## config.mk

```make
export PLATFORM = sky130hd
export DESIGN_NAME = uuid_text_parser_flat
export DESIGN_NICKNAME = d
export VERILOG_FILES = /design/src/hdl/utp_pkg.sv /design/src/hdl/utp_stream_if.sv /design/src/hdl/utp_char_decode.sv /design/src/hdl/utp_accum.sv /design/src/hdl/uuid_text_parser.sv /design/src/flat_wrapper.sv
export VERILOG_INCLUDE_DIRS = /design/src /design/src/hdl
export SDC_FILE = /design/constraint.sdc
export NUM_CORES = 1
export LEC_CHECK = 0
export BUFFER_PORTS_ARGS = -buffer_cell sky130_fd_sc_hd__buf_4
export CAP_MARGIN = 20
export CORE_ASPECT_RATIO = 0.8
export CORE_MARGIN = 2
export CORE_UTILIZATION = 56
export CTS_BUF_LIST = sky130_fd_sc_hd__clkbuf_8
export CTS_CLUSTER_DIAMETER = 100
export DETAILED_ROUTE_END_ITERATION = 10
export GPL_TIMING_DRIVEN = 1
export PLACE_DENSITY = 0.77
export SETUP_SLACK_MARGIN = 0.3
export SYNTH_ARGS = -nofsm -noshare
export SYNTH_HDL_FRONTEND = slang
export SYNTH_SLANG_ARGS = --single-unit
```

## constraint.sdc

```tcl
create_clock -name clk -period 9.4 [get_ports clk]
set_input_delay 1.41 -clock clk [delete_from_list [all_inputs] [get_ports clk]]
set_output_delay 1.41 -clock clk [all_outputs]
set_load 0.02 [all_outputs]
```

## src/hdl/assert_macros.svh

```systemverilog
// Assertion macros used by the RTL of the UUID text parser.
`ifndef ASSERT_MACROS_SVH
`define ASSERT_MACROS_SVH

// Condition that must hold at every clock edge out of reset.
`define UTP_CHECK(lbl, cond, msg) \
  lbl: assert property (@(posedge clk) disable iff (rst) (cond)) else $error(msg);

// Condition that must hold in the cycle after the trigger.
`define UTP_CHECK_NEXT(lbl, ante, cons, msg) \
  lbl: assert property (@(posedge clk) disable iff (rst) (ante) |=> (cons)) else $error(msg);

`endif

```

## src/hdl/utp_pkg.sv

```systemverilog
// Types, constants and decode functions of the UUID text parser.
`default_nettype none

package utp_pkg;

  localparam int UUID_LEN   = 36;
  localparam int UUID_BYTES = 16;
  localparam int POS_W      = 6;
  localparam int BYTE_IDX_W = $clog2(UUID_BYTES);

  typedef logic [POS_W-1:0]      utp_pos_t;
  typedef logic [BYTE_IDX_W-1:0] utp_idx_t;

  localparam utp_pos_t POS_LAST    = POS_W'(UUID_LEN - 1);
  localparam utp_pos_t POS_SAT     = POS_W'(UUID_LEN + 1);
  localparam utp_pos_t POS_VERSION = POS_W'(14);
  localparam utp_pos_t POS_VARIANT = POS_W'(21);

  localparam logic [7:0] CH_DASH = 8'h2D;
  localparam logic [7:0] CH_0    = 8'h30;
  localparam logic [7:0] CH_1    = 8'h31;
  localparam logic [7:0] CH_5    = 8'h35;
  localparam logic [7:0] CH_8    = 8'h38;
  localparam logic [7:0] CH_9    = 8'h39;
  localparam logic [7:0] CH_UA   = 8'h41;
  localparam logic [7:0] CH_UB   = 8'h42;
  localparam logic [7:0] CH_UF   = 8'h46;
  localparam logic [7:0] CH_LA   = 8'h61;
  localparam logic [7:0] CH_LF   = 8'h66;

  // One accepted character handed to the accumulator
  typedef struct packed {
    logic       fire;
    logic       last;
    logic [7:0] ch;
  } utp_step_t;

  // Result of one text
  typedef struct packed {
    logic        valid_res;
    logic [63:0] guid_high;
    logic [63:0] guid_low;
  } utp_res_t;

  // Role of a text position
  typedef struct packed {
    logic     beyond;
    logic     is_dash;
    logic     is_second;
    utp_idx_t idx;
  } utp_kind_t;

  // Decoded character
  typedef struct packed {
    logic       err;
    logic       wr_byte;
    utp_idx_t   idx;
    logic [7:0] byte_val;
    logic       wr_first;
    logic [3:0] first_val;
  } utp_dec_t;

  typedef struct packed {
    logic       ok;
    logic [3:0] val;
  } utp_hex_t;

  function automatic utp_kind_t mk_kind(logic dash, logic second, int unsigned idx);
    utp_kind_t k;
    k.beyond    = 1'b0;
    k.is_dash   = dash;
    k.is_second = second;
    k.idx       = BYTE_IDX_W'(idx);
    return k;
  endfunction

  // Pair layout: bytes 8 and 9 are swapped in the text
  function automatic utp_kind_t pos_kind(utp_pos_t pos);
    utp_kind_t k;
    unique case (pos)
      6'd0:  k = mk_kind(1'b0, 1'b0, 0);
      6'd1:  k = mk_kind(1'b0, 1'b1, 0);
      6'd2:  k = mk_kind(1'b0, 1'b0, 1);
      6'd3:  k = mk_kind(1'b0, 1'b1, 1);
      6'd4:  k = mk_kind(1'b0, 1'b0, 2);
      6'd5:  k = mk_kind(1'b0, 1'b1, 2);
      6'd6:  k = mk_kind(1'b0, 1'b0, 3);
      6'd7:  k = mk_kind(1'b0, 1'b1, 3);
      6'd8:  k = mk_kind(1'b1, 1'b0, 0);
      6'd9:  k = mk_kind(1'b0, 1'b0, 4);
      6'd10: k = mk_kind(1'b0, 1'b1, 4);
      6'd11: k = mk_kind(1'b0, 1'b0, 5);
      6'd12: k = mk_kind(1'b0, 1'b1, 5);
      6'd13: k = mk_kind(1'b1, 1'b0, 0);
      6'd14: k = mk_kind(1'b0, 1'b0, 6);
      6'd15: k = mk_kind(1'b0, 1'b1, 6);
      6'd16: k = mk_kind(1'b0, 1'b0, 7);
      6'd17: k = mk_kind(1'b0, 1'b1, 7);
      6'd18: k = mk_kind(1'b1, 1'b0, 0);
      6'd19: k = mk_kind(1'b0, 1'b0, 9);
      6'd20: k = mk_kind(1'b0, 1'b1, 9);
      6'd21: k = mk_kind(1'b0, 1'b0, 8);
      6'd22: k = mk_kind(1'b0, 1'b1, 8);
      6'd23: k = mk_kind(1'b1, 1'b0, 0);
      6'd24: k = mk_kind(1'b0, 1'b0, 10);
      6'd25: k = mk_kind(1'b0, 1'b1, 10);
      6'd26: k = mk_kind(1'b0, 1'b0, 11);
      6'd27: k = mk_kind(1'b0, 1'b1, 11);
      6'd28: k = mk_kind(1'b0, 1'b0, 12);
      6'd29: k = mk_kind(1'b0, 1'b1, 12);
      6'd30: k = mk_kind(1'b0, 1'b0, 13);
      6'd31: k = mk_kind(1'b0, 1'b1, 13);
      6'd32: k = mk_kind(1'b0, 1'b0, 14);
      6'd33: k = mk_kind(1'b0, 1'b1, 14);
      6'd34: k = mk_kind(1'b0, 1'b0, 15);
      6'd35: k = mk_kind(1'b0, 1'b1, 15);
      default: begin
        k        = mk_kind(1'b0, 1'b0, 0);
        k.beyond = 1'b1;
      end
    endcase
    return k;
  endfunction

  function automatic utp_hex_t hex_decode(logic [7:0] c);
    utp_hex_t h;
    h.ok  = 1'b1;
    h.val = 4'd0;
    priority if (c >= CH_0 && c <= CH_9) begin
      h.val = 4'(c - CH_0);
    end else if (c >= CH_LA && c <= CH_LF) begin
      h.val = 4'(c - CH_LA + 8'd10);
    end else if (c >= CH_UA && c <= CH_UF) begin
      h.val = 4'(c - CH_UA + 8'd10);
    end else begin
      h.ok = 1'b0;
    end
    return h;
  endfunction

endpackage

`default_nettype wire

```

## src/hdl/utp_stream_if.sv

```systemverilog
// Valid/ready channels of the UUID text parser: character in, result out.
`default_nettype none

interface utp_in_if;
  logic       valid;
  logic       ready;
  logic [7:0] ch;
  logic       last;
  modport source (output valid, output ch, output last, input ready);
  modport sink   (input valid, input ch, input last, output ready);
endinterface

interface utp_out_if;
  logic        valid;
  logic        ready;
  logic        valid_res;
  logic [63:0] guid_high;
  logic [63:0] guid_low;
  modport source (output valid, output valid_res, output guid_high, output guid_low,
                  input ready);
  modport sink   (input valid, input valid_res, input guid_high, input guid_low,
                  output ready);
endinterface

`default_nettype wire

```

## src/hdl/utp_char_decode.sv

```systemverilog
// Per-character decode: position role, hex digit, format checks.
`default_nettype none

module utp_char_decode (
  input  utp_pkg::utp_pos_t pos,
  input  logic [7:0]        ch,
  input  logic [3:0]        first_digit,
  output utp_pkg::utp_dec_t dec
);
  import utp_pkg::*;

  utp_kind_t kind;
  utp_hex_t  hx;
  logic      bad_version;
  logic      bad_variant;
  logic      is_first;

  always_comb begin
    kind        = pos_kind(pos);
    hx          = hex_decode(ch);
    is_first    = !kind.beyond && !kind.is_dash && !kind.is_second;
    bad_version = (pos == POS_VERSION) && !(ch >= CH_1 && ch <= CH_5);
    bad_variant = (pos == POS_VARIANT) &&
                  (ch != CH_8) && (ch != CH_9) && (ch != CH_UA) && (ch != CH_UB);

    dec.err = kind.beyond
            | (kind.is_dash && ch != CH_DASH)
            | bad_version
            | bad_variant
            | (is_first && !hx.ok);

    dec.wr_byte   = !kind.beyond && kind.is_second;
    dec.idx       = kind.idx;
    // non-hex second digit: the byte is the first digit alone
    dec.byte_val  = hx.ok ? {first_digit, hx.val} : {4'd0, first_digit};
    dec.wr_first  = is_first;
    dec.first_val = hx.ok ? hx.val : 4'd0;
  end

endmodule

`default_nettype wire

```

## src/hdl/utp_accum.sv

```systemverilog
// Text state: position counter, error flag, byte store and result forming.
`default_nettype none

module utp_accum (
  input  logic               clk,
  input  logic               rst,
  input  utp_pkg::utp_step_t step,
  output utp_pkg::utp_res_t  res,
  output utp_pkg::utp_pos_t  pos
);
  import utp_pkg::*;

  logic       err;
  logic [3:0] first_digit;
  logic [7:0] bytes [UUID_BYTES];

  utp_pos_t   pos_next;
  logic       err_next;
  logic [7:0] bytes_next [UUID_BYTES];
  utp_dec_t   dec;
  logic       ok;

  utp_char_decode u_dec (
    .pos         (pos),
    .ch          (step.ch),
    .first_digit (first_digit),
    .dec         (dec)
  );

  always_comb begin
    err_next = err | dec.err;
    pos_next = (pos == POS_SAT) ? pos : pos + 1'b1;
    for (int k = 0; k < UUID_BYTES; k++) begin
      bytes_next[k] = (dec.wr_byte && dec.idx == BYTE_IDX_W'(k)) ? dec.byte_val : bytes[k];
    end
    ok = !err_next && (pos == POS_LAST);
    res.valid_res = ok;
    res.guid_high = '0;
    res.guid_low  = '0;
    if (ok) begin
      for (int k = 0; k < UUID_BYTES / 2; k++) begin
        res.guid_high[63 - 8*k -: 8] = bytes_next[k];
        res.guid_low[63 - 8*k -: 8]  = bytes_next[k + UUID_BYTES / 2];
      end
    end
  end

  always_ff @(posedge clk) begin
    if (rst) begin
      pos <= '0;
      err <= 1'b0;
    end else if (step.fire) begin
      if (step.last) begin
        pos <= '0;
        err <= 1'b0;
      end else begin
        pos <= pos_next;
        err <= err_next;
      end
    end
  end

  // every byte of a valid text is rewritten before use, so no clearing
  always_ff @(posedge clk) begin
    if (step.fire) begin
      if (dec.wr_first) begin
        first_digit <= dec.first_val;
      end
      for (int k = 0; k < UUID_BYTES; k++) begin
        bytes[k] <= bytes_next[k];
      end
    end
  end

endmodule

`default_nettype wire

```

## src/hdl/uuid_text_parser.sv

```systemverilog
// Top level of the UUID text parser: character beats in, one result beat per text.
// The last character of a text passes the input register; its result then goes to the result register.
// Throughput: one character beat per cycle, sustained, with the result side ready.
// Path: input register -> position decode and byte update -> result register.
// Reset (rst, synchronous): clears the valid flags, position counter and error flag;
// the byte store and first-digit register are rewritten by every text before use.
`default_nettype none
`include "assert_macros.svh"

module uuid_text_parser (
  input  logic             clk,
  input  logic             rst,
  utp_in_if.sink           text,
  utp_out_if.source        result
);
  import utp_pkg::*;

  // input register
  logic       s1_valid;
  logic [7:0] s1_ch;
  logic       s1_last;

  // result register
  logic        res_valid;
  logic        res_ok;
  logic [63:0] res_high;
  logic [63:0] res_low;

  logic      out_free;
  logic      s1_adv;
  logic      res_zero;
  utp_step_t step;
  utp_res_t  res;
  utp_pos_t  pos;

  // Only a last character needs the result register; others always move on.
  assign out_free   = !res_valid || result.ready;
  assign s1_adv     = s1_valid && (!s1_last || out_free);
  assign text.ready = !s1_valid || s1_adv;

  always_ff @(posedge clk) begin
    if (rst) begin
      s1_valid <= 1'b0;
    end else if (text.valid && text.ready) begin
      s1_valid <= 1'b1;
    end else if (s1_adv) begin
      s1_valid <= 1'b0;
    end
  end

  always_ff @(posedge clk) begin
    if (text.valid && text.ready) begin
      s1_ch   <= text.ch;
      s1_last <= text.last;
    end
  end

  assign step.fire = s1_adv;
  assign step.last = s1_last;
  assign step.ch   = s1_ch;

  utp_accum u_accum (
    .clk  (clk),
    .rst  (rst),
    .step (step),
    .res  (res),
    .pos  (pos)
  );

  always_ff @(posedge clk) begin
    if (rst) begin
      res_valid <= 1'b0;
    end else if (s1_adv && s1_last) begin
      res_valid <= 1'b1;
    end else if (result.ready) begin
      res_valid <= 1'b0;
    end
  end

  always_ff @(posedge clk) begin
    if (s1_adv && s1_last) begin
      res_ok   <= res.valid_res;
      res_high <= res.guid_high;
      res_low  <= res.guid_low;
    end
  end

  assign result.valid     = res_valid;
  assign result.valid_res = res_ok;
  assign result.guid_high = res_high;
  assign result.guid_low  = res_low;

  assign res_zero = (res_high == '0) && (res_low == '0);

  // checks
  `UTP_CHECK(a_pos_range, pos <= POS_SAT, "position counter past saturation")
  `UTP_CHECK_NEXT(a_pos_restart, s1_adv && s1_last, pos == '0, "position not cleared")
  `UTP_CHECK_NEXT(a_result_loaded, s1_adv && s1_last, res_valid, "no result beat")
  `UTP_CHECK(a_invalid_zero, !res_valid || res_ok || res_zero, "invalid text with bytes")

endmodule

`default_nettype wire

```

## src/flat_wrapper.sv

```systemverilog
// flat-port wrapper written by rule: the top's interface ports become plain ports
module uuid_text_parser_flat import utp_pkg::*;
  (clk, rst, text_valid, text_ch, text_last, text_ready, result_valid, result_valid_res, result_guid_high, result_guid_low, result_ready);
  utp_in_if text_i ();
  utp_out_if result_i ();
  input  logic clk;
  input  logic rst;
  input wire logic [$bits(text_i.valid)-1:0] text_valid;
  input wire logic [$bits(text_i.ch)-1:0] text_ch;
  input wire logic [$bits(text_i.last)-1:0] text_last;
  output wire logic [$bits(text_i.ready)-1:0] text_ready;
  output wire logic [$bits(result_i.valid)-1:0] result_valid;
  output wire logic [$bits(result_i.valid_res)-1:0] result_valid_res;
  output wire logic [$bits(result_i.guid_high)-1:0] result_guid_high;
  output wire logic [$bits(result_i.guid_low)-1:0] result_guid_low;
  input wire logic [$bits(result_i.ready)-1:0] result_ready;
  assign text_i.valid = text_valid;
  assign text_i.ch = text_ch;
  assign text_i.last = text_last;
  assign text_ready = text_i.ready;
  assign result_valid = result_i.valid;
  assign result_valid_res = result_i.valid_res;
  assign result_guid_high = result_i.guid_high;
  assign result_guid_low = result_i.guid_low;
  assign result_i.ready = result_ready;
  uuid_text_parser u_core (.clk(clk), .rst(rst), .text(text_i), .result(result_i));
endmodule
```

* Yosys cells after proc, flatten, opt, wreduce, memory -nomap -nowiden
Memory sizes are Yosys's and may differ from the RTL's. A register that Yosys moved wholly into a read port is not among the register bits.
Index checks and enable logic that the tools add are counted.
** Cells by class
- Magnitude comparators :: 8
- Add/subtract/negate cells :: 6
- Bitwise gates (word level) :: 5
- Equality and inequality tests :: 25
- Reductions and logical operators :: 51
- Mux-type cells :: 34
** Operator list (count)
- $mux 8 :: 17
- $logic_and 1x1->1 :: 34
- $eq 4x4->1 const B :: 8
- $mux 6 :: 4
- $ne 8x6->1 const B :: 3
- $eq 4x3->1 const B :: 4
- $ge 8x6->1 const B :: 2
- $ge 8x7->1 const B :: 2
- $le 8x6->1 const B :: 2
- $le 8x7->1 const B :: 2
- $ne 8x7->1 const B :: 2
- $eq 6x6->1 const B :: 2
- $mux 4 :: 3
- $sub 4x1->4 const B :: 3
- $mux 1 :: 10
- $logic_not 1->1 :: 9
- $add 4x4->4 const B :: 2
- $eq 4x2->1 const B :: 2
- $add 6x1->6 const B :: 1
- $eq 6x4->1 const B :: 1
- $eq 6x5->1 const B :: 1
- $or 1x1->1 :: 5
- $eq 4x1->1 const B :: 1
- $logic_not 4->1 :: 1
- other kinds (4) :: 8
** Storage, ports and cells
- Memories :: 2
- ROM bits :: 448
- RAM bits :: 128
- Input port bits :: 13
- Word-level logic and storage cells :: 141
- Output and inout port bits :: 131
- Bits in registers :: 151
** Memory list
- (name not given) :: depth 64, width 7, rd ports 1, clocked after Yosys merged registers in 1, wr ports 0, RTL line utp_pkg.sv:80 : unique case (pos)
- u_core.u_accum.bytes :: depth 16, width 8, rd ports 16, clocked after Yosys merged registers in 0, wr ports 16, RTL line utp_accum.sv:15 : logic [7:0] bytes [UUID_BYTES];

* Longest topological paths before layout
- Word-level depth :: 11
- Gate-level depth with buffers :: 12
- Gate-level depth less buffers :: 12

* Cells and area by module
Synthesis repeated with hierarchy kept, for this count alone.
** Unflattened totals
- Cells, all modules :: 1069
- Area, all modules :: 12520.8 um2
** Modules (own cells, without submodules)
- utp_accum :: area an instance 7468.4 um2, cells an instance 796, sequential area each 4103.9 um2, instances 1
- uuid_text_parser :: area an instance 4247.8 um2, cells an instance 150, sequential area each 4184.0 um2, instances 1
- utp_char_decode :: area an instance 804.5 um2, cells an instance 123, sequential area each 0.0 um2, instances 1

* Worst setup path after synthesis
OpenSTA, ideal clock, no wires.
- Path type :: input to register
- From :: in result_ready
- To :: reg u_core.u_accum.u_dec.kind[4] (netlist name)
- Stages :: 7
- Library setup time :: 0.080 ns
- Data required time :: 9.320 ns
- Setup slack :: 1.016 ns
- Path buffers :: 0
- Data arrival time :: 8.304 ns
- Cell sequence :: and3b_1 -> nor2_1 -> nand2_1 -> o21ai_1 -> inv_1 -> a2111o_1 -> o211ai_1
** On the way
- Longest elaborated chain between the ends :: 6
** Ends and longest elaborated chain
- start: declaration :: RTL line flat_wrapper.sv:16 : input wire logic [$bits(result_i.ready)-1:0] result_ready;
- $logic_or 1x1->1 :: RTL line uuid_text_parser.sv:37 : assign out_free = !res_valid || result.ready;
- $logic_or 1x1->1 :: RTL line uuid_text_parser.sv:38 : assign s1_adv = s1_valid && (!s1_last || out_free);
- $logic_and 1x1->1 :: RTL line uuid_text_parser.sv:38
- $reduce_and 2->1 (no line)
- $mux 6 (no line) (2 in series)
Every way passes these cells.
A chain may end at the register's enable or synchronous reset.

* Final worst setup path
- From :: in result_ready
- To :: reg u_core.u_accum.first_digit[1] (enable)
** On the way
- Longest elaborated chain between the ends :: 4
** Ends and longest elaborated chain
- $logic_or 1x1->1 :: RTL line uuid_text_parser.sv:37
- $logic_or 1x1->1 :: RTL line uuid_text_parser.sv:38
- $logic_and 1x1->1 :: RTL line uuid_text_parser.sv:38
- $reduce_and 2->1 (no line)
- end signal: assignment :: RTL line utp_accum.sv:67 : first_digit <= dec.first_val;
- end: declaration :: RTL line utp_accum.sv:14 : logic [3:0] first_digit;
Every way passes these cells.

==> impl_metrics.json <==
{
  "final_max_slew_viol_count": 0,
  "nets": 1054,
  "post-cts-setup-buffers": 0,
  "setup.worst_path.start_class": "primary input",
  "outcome": "completed",
  "largest_net_degree_at_the_start_of_global_routing": 82,
  "syn-mean-instance-area_um2": 15.0,
  "viasPerCell": 5.51,
  "grt-ovfl-total": 0,
  "route.detailed.wl_per_inst_um": 18.8,
  "period_share": 0.418,
  "count_of_flip_flops_with_a_built_in_enable_after_synthesis": 270,
  "floorplan.io_pins": 144,
  "critical_path_peak_fanout": 81,
  "ys_warn_count": 0,
  "power_leakage_nw": 5.71,
  "drv_cap": 0,
  "remaining_drc_errors": 0,
  "grt_first_pass_wirelength_mm": 39.9,
  "synth_seq_cells": 286,
  "setup-tns-final_ps": 0,
  "post_cts_resize_count": 0,
  "synth.cell_area_um2": 13200,
  "via_count_of_the_first_global_routing_pass": 7198,
  "diodes": 0,
  "die_ar_um2": 24800,
  "layout.area.seq_um2": 8430,
  "cts_hold_buffers": 0,
  "period_needed_ps": 3930,
  "total_via_count_after_detailed_routing": 7549,
  "postRouteAntennaNets": 0,
  "floorplan.initialDensity": 0.566,
  "die_h_um": 141,
  "path_clk_slew_ps": 60,
  "drt_pre_antenna_iters": 5,
  "htree_levels": 2,
  "tritoncts": "built",
  "achievable-frequency_mhz": 255,
  "core.rowCount": 50,
  "grt_antenna_before_repair": 0,
  "post_synth_num_cell_types": 76,
  "cts.sinks": 286,
  "cells_after_synthesis": 880,
  "cts_root_buffer_type": "clkbuf_8",
  "layout-area-overhead-vs-synth_pct": 14.9,
  "clk-insertion-delay-late_ps": 540,
  "crit_required_ps": 9560,
  "irDropWorstVdd_uv": 99.7,
  "syn_nets": 906,
  "data_arrival_critical_path_ps": 4090,
  "min_path_type": "register to register",
  "report.final.hold_viol_count": 0,
  "max-slew-margin-rel": 0.310,
  "port_buffers": 143,
  "rsz_0062_raised_after_global_routing": "no",
  "final_layout_size_suffix_gt1_frac": 0.366,
  "die_w_um": 176,
  "finalClockSkew_ps": 23.9,
  "postRouteWirelength_mm": 25.7,
  "grt.total_usage": 0.206,
  "ys.flop_type": "edfxtp_1",
  "multi_input_comb_area_um2": 4270,
  "placeableCoreArea_um2": 23300,
  "ys_async_rst_share": 0,
  "totalPowerFinal_mw": 2.56,
  "final.fill_count": 1666,
  "drt_first_iter_violations": 657,
  "transition_at_the_pin_with_the_smallest_max_transition_slack_ps": 1040,
  "pwr_density_nw_per_um2": 169,
  "cts.path.max_buffers": 3,
  "dp_hpwl_mm": 16.3,
  "setup.worst_path.end_class": "register",
  "setup_viol_count_final": 0,
  "crit_type": "primary input to register",
  "cts_made_buffers": 44,
  "yosysSeqAreaShare": 0.640,
  "replace_congestion": 0.879
}
layout make-up:
cell class / count / share of cell area
sequential: 286 / 0.557
multi-input combinational: 526 / 0.282
timing repair buffer: 152 / 0.0767
clock buffer: 51 / 0.0464
tap: 312 / 0.0258
clock inverter: 26 / 0.00744
inverter: 18 / 0.00446
synthesized netlist by cell type, drive strengths merged (10+ instances only):
master  count  area share
o21ai      75       0.029
ha         13       0.012
nand2     106       0.030
buf        25       0.025
dfxtp      16       0.024
edfxtp    270        0.62
mux2       54       0.046
clkbuf     25      0.0072
a21oi      13      0.0061
nor2       20      0.0063
nand3      10      0.0042
inv        17      0.0048
o31ai      16      0.0091
nor2b     132        0.12
sequential cells by signal, summed over array words and instances (netlist names):
register,flops
u_core.u_accum.pos,6
u_core.result.guid_high,64
u_core.u_accum.bytes,128
u_core.u_accum.err,1
u_core.s1_valid,1
u_core.s1_last,1
u_core.result.valid,1
u_core.u_accum.first_digit,4
u_core.result.valid_res,1
u_core.result.guid_low,64
u_core.u_accum.u_dec.kind,7
u_core.s1_ch,8
stage by stage:
step                      setup WS [ps]  area [µm²]  cells  utilization  hold WS, ps
final                              5470       15100   1371        0.650          544
after CTS                          5460       15100   1370        0.650          546
after global routing               5220       15100   1371        0.650          583
after global placement             5020       14300   1292        0.614          526
after detailed placement           4880       14300   1293        0.615          539
after floorplan                    1020       13200    880            -          506
worst max-delay path, cell delays in order:
cell and delay, ps:
buf_4 90, and3b_1 250, nor2_4 100, buf_4 550, buf_4 910, nor4b_1 760
per-layer routing:
metal,GRT usage,vias to the layer above,routed length (µm)
li1,-,3522,-
met1,0.311,3679,12000
met2,0.314,306,11600
met3,0.0391,42,1710
met4,0.0474,0,412
met5,0,-,0
power breakdown:
group	switching [mW]	internal [mW]	leakage, nW
Combinational	0.0881	0.0569	2.54
Sequential	0.0174	1.43	2.68
Clock	0.465	0.495	0.494
Total	0.570	1.99	5.71
worst paths after layout:
check	startpoint	to	slack, ps	cells past startpoint
min reg2reg	u_core.u_accum.err	u_core.u_accum.err	540	2
max reg2reg	u_core.s1_ch[0]	u_core.result.guid_high[4]	5780	10
max	result_ready	u_core.u_accum.first_digit[1]	5470	6
min	u_core.u_accum.err	u_core.u_accum.err	540	2
placed cells by master (no fill, tap or decap), types with 3 or more instances in the layout:
master and n:
edfxtp_1 270, nor2_4 3, ha_1 13, and3b_1 3, o21ai_0 71, nor2b_1 32
clkinv_2 6, inv_1 33, and3_1 3, a31oi_1 4, nor2b_4 100, mux2_2 54
nor4b_1 3, dfxtp_1 16, buf_4 150, o31ai_1 16, nand3_1 9, nand2_1 106
clkbuf_8 51, mux2i_1 5, and2_1 9, a21oi_1 11, nor2_1 17, a211oi_1 5
cell families after synthesis:
logic type,after synthesis,synth area share
buffers and inverters,68,0.0371
AO/OA/AOI/OAI,143,0.0707
multiplexers,59,0.0499
adder cells (fa/ha/maj),13,0.0123
XOR/XNOR,2,0.00133
flip-flops,286,0.640
AND/OR/NAND/NOR,309,0.189
(Power assumes the default switching activity.)
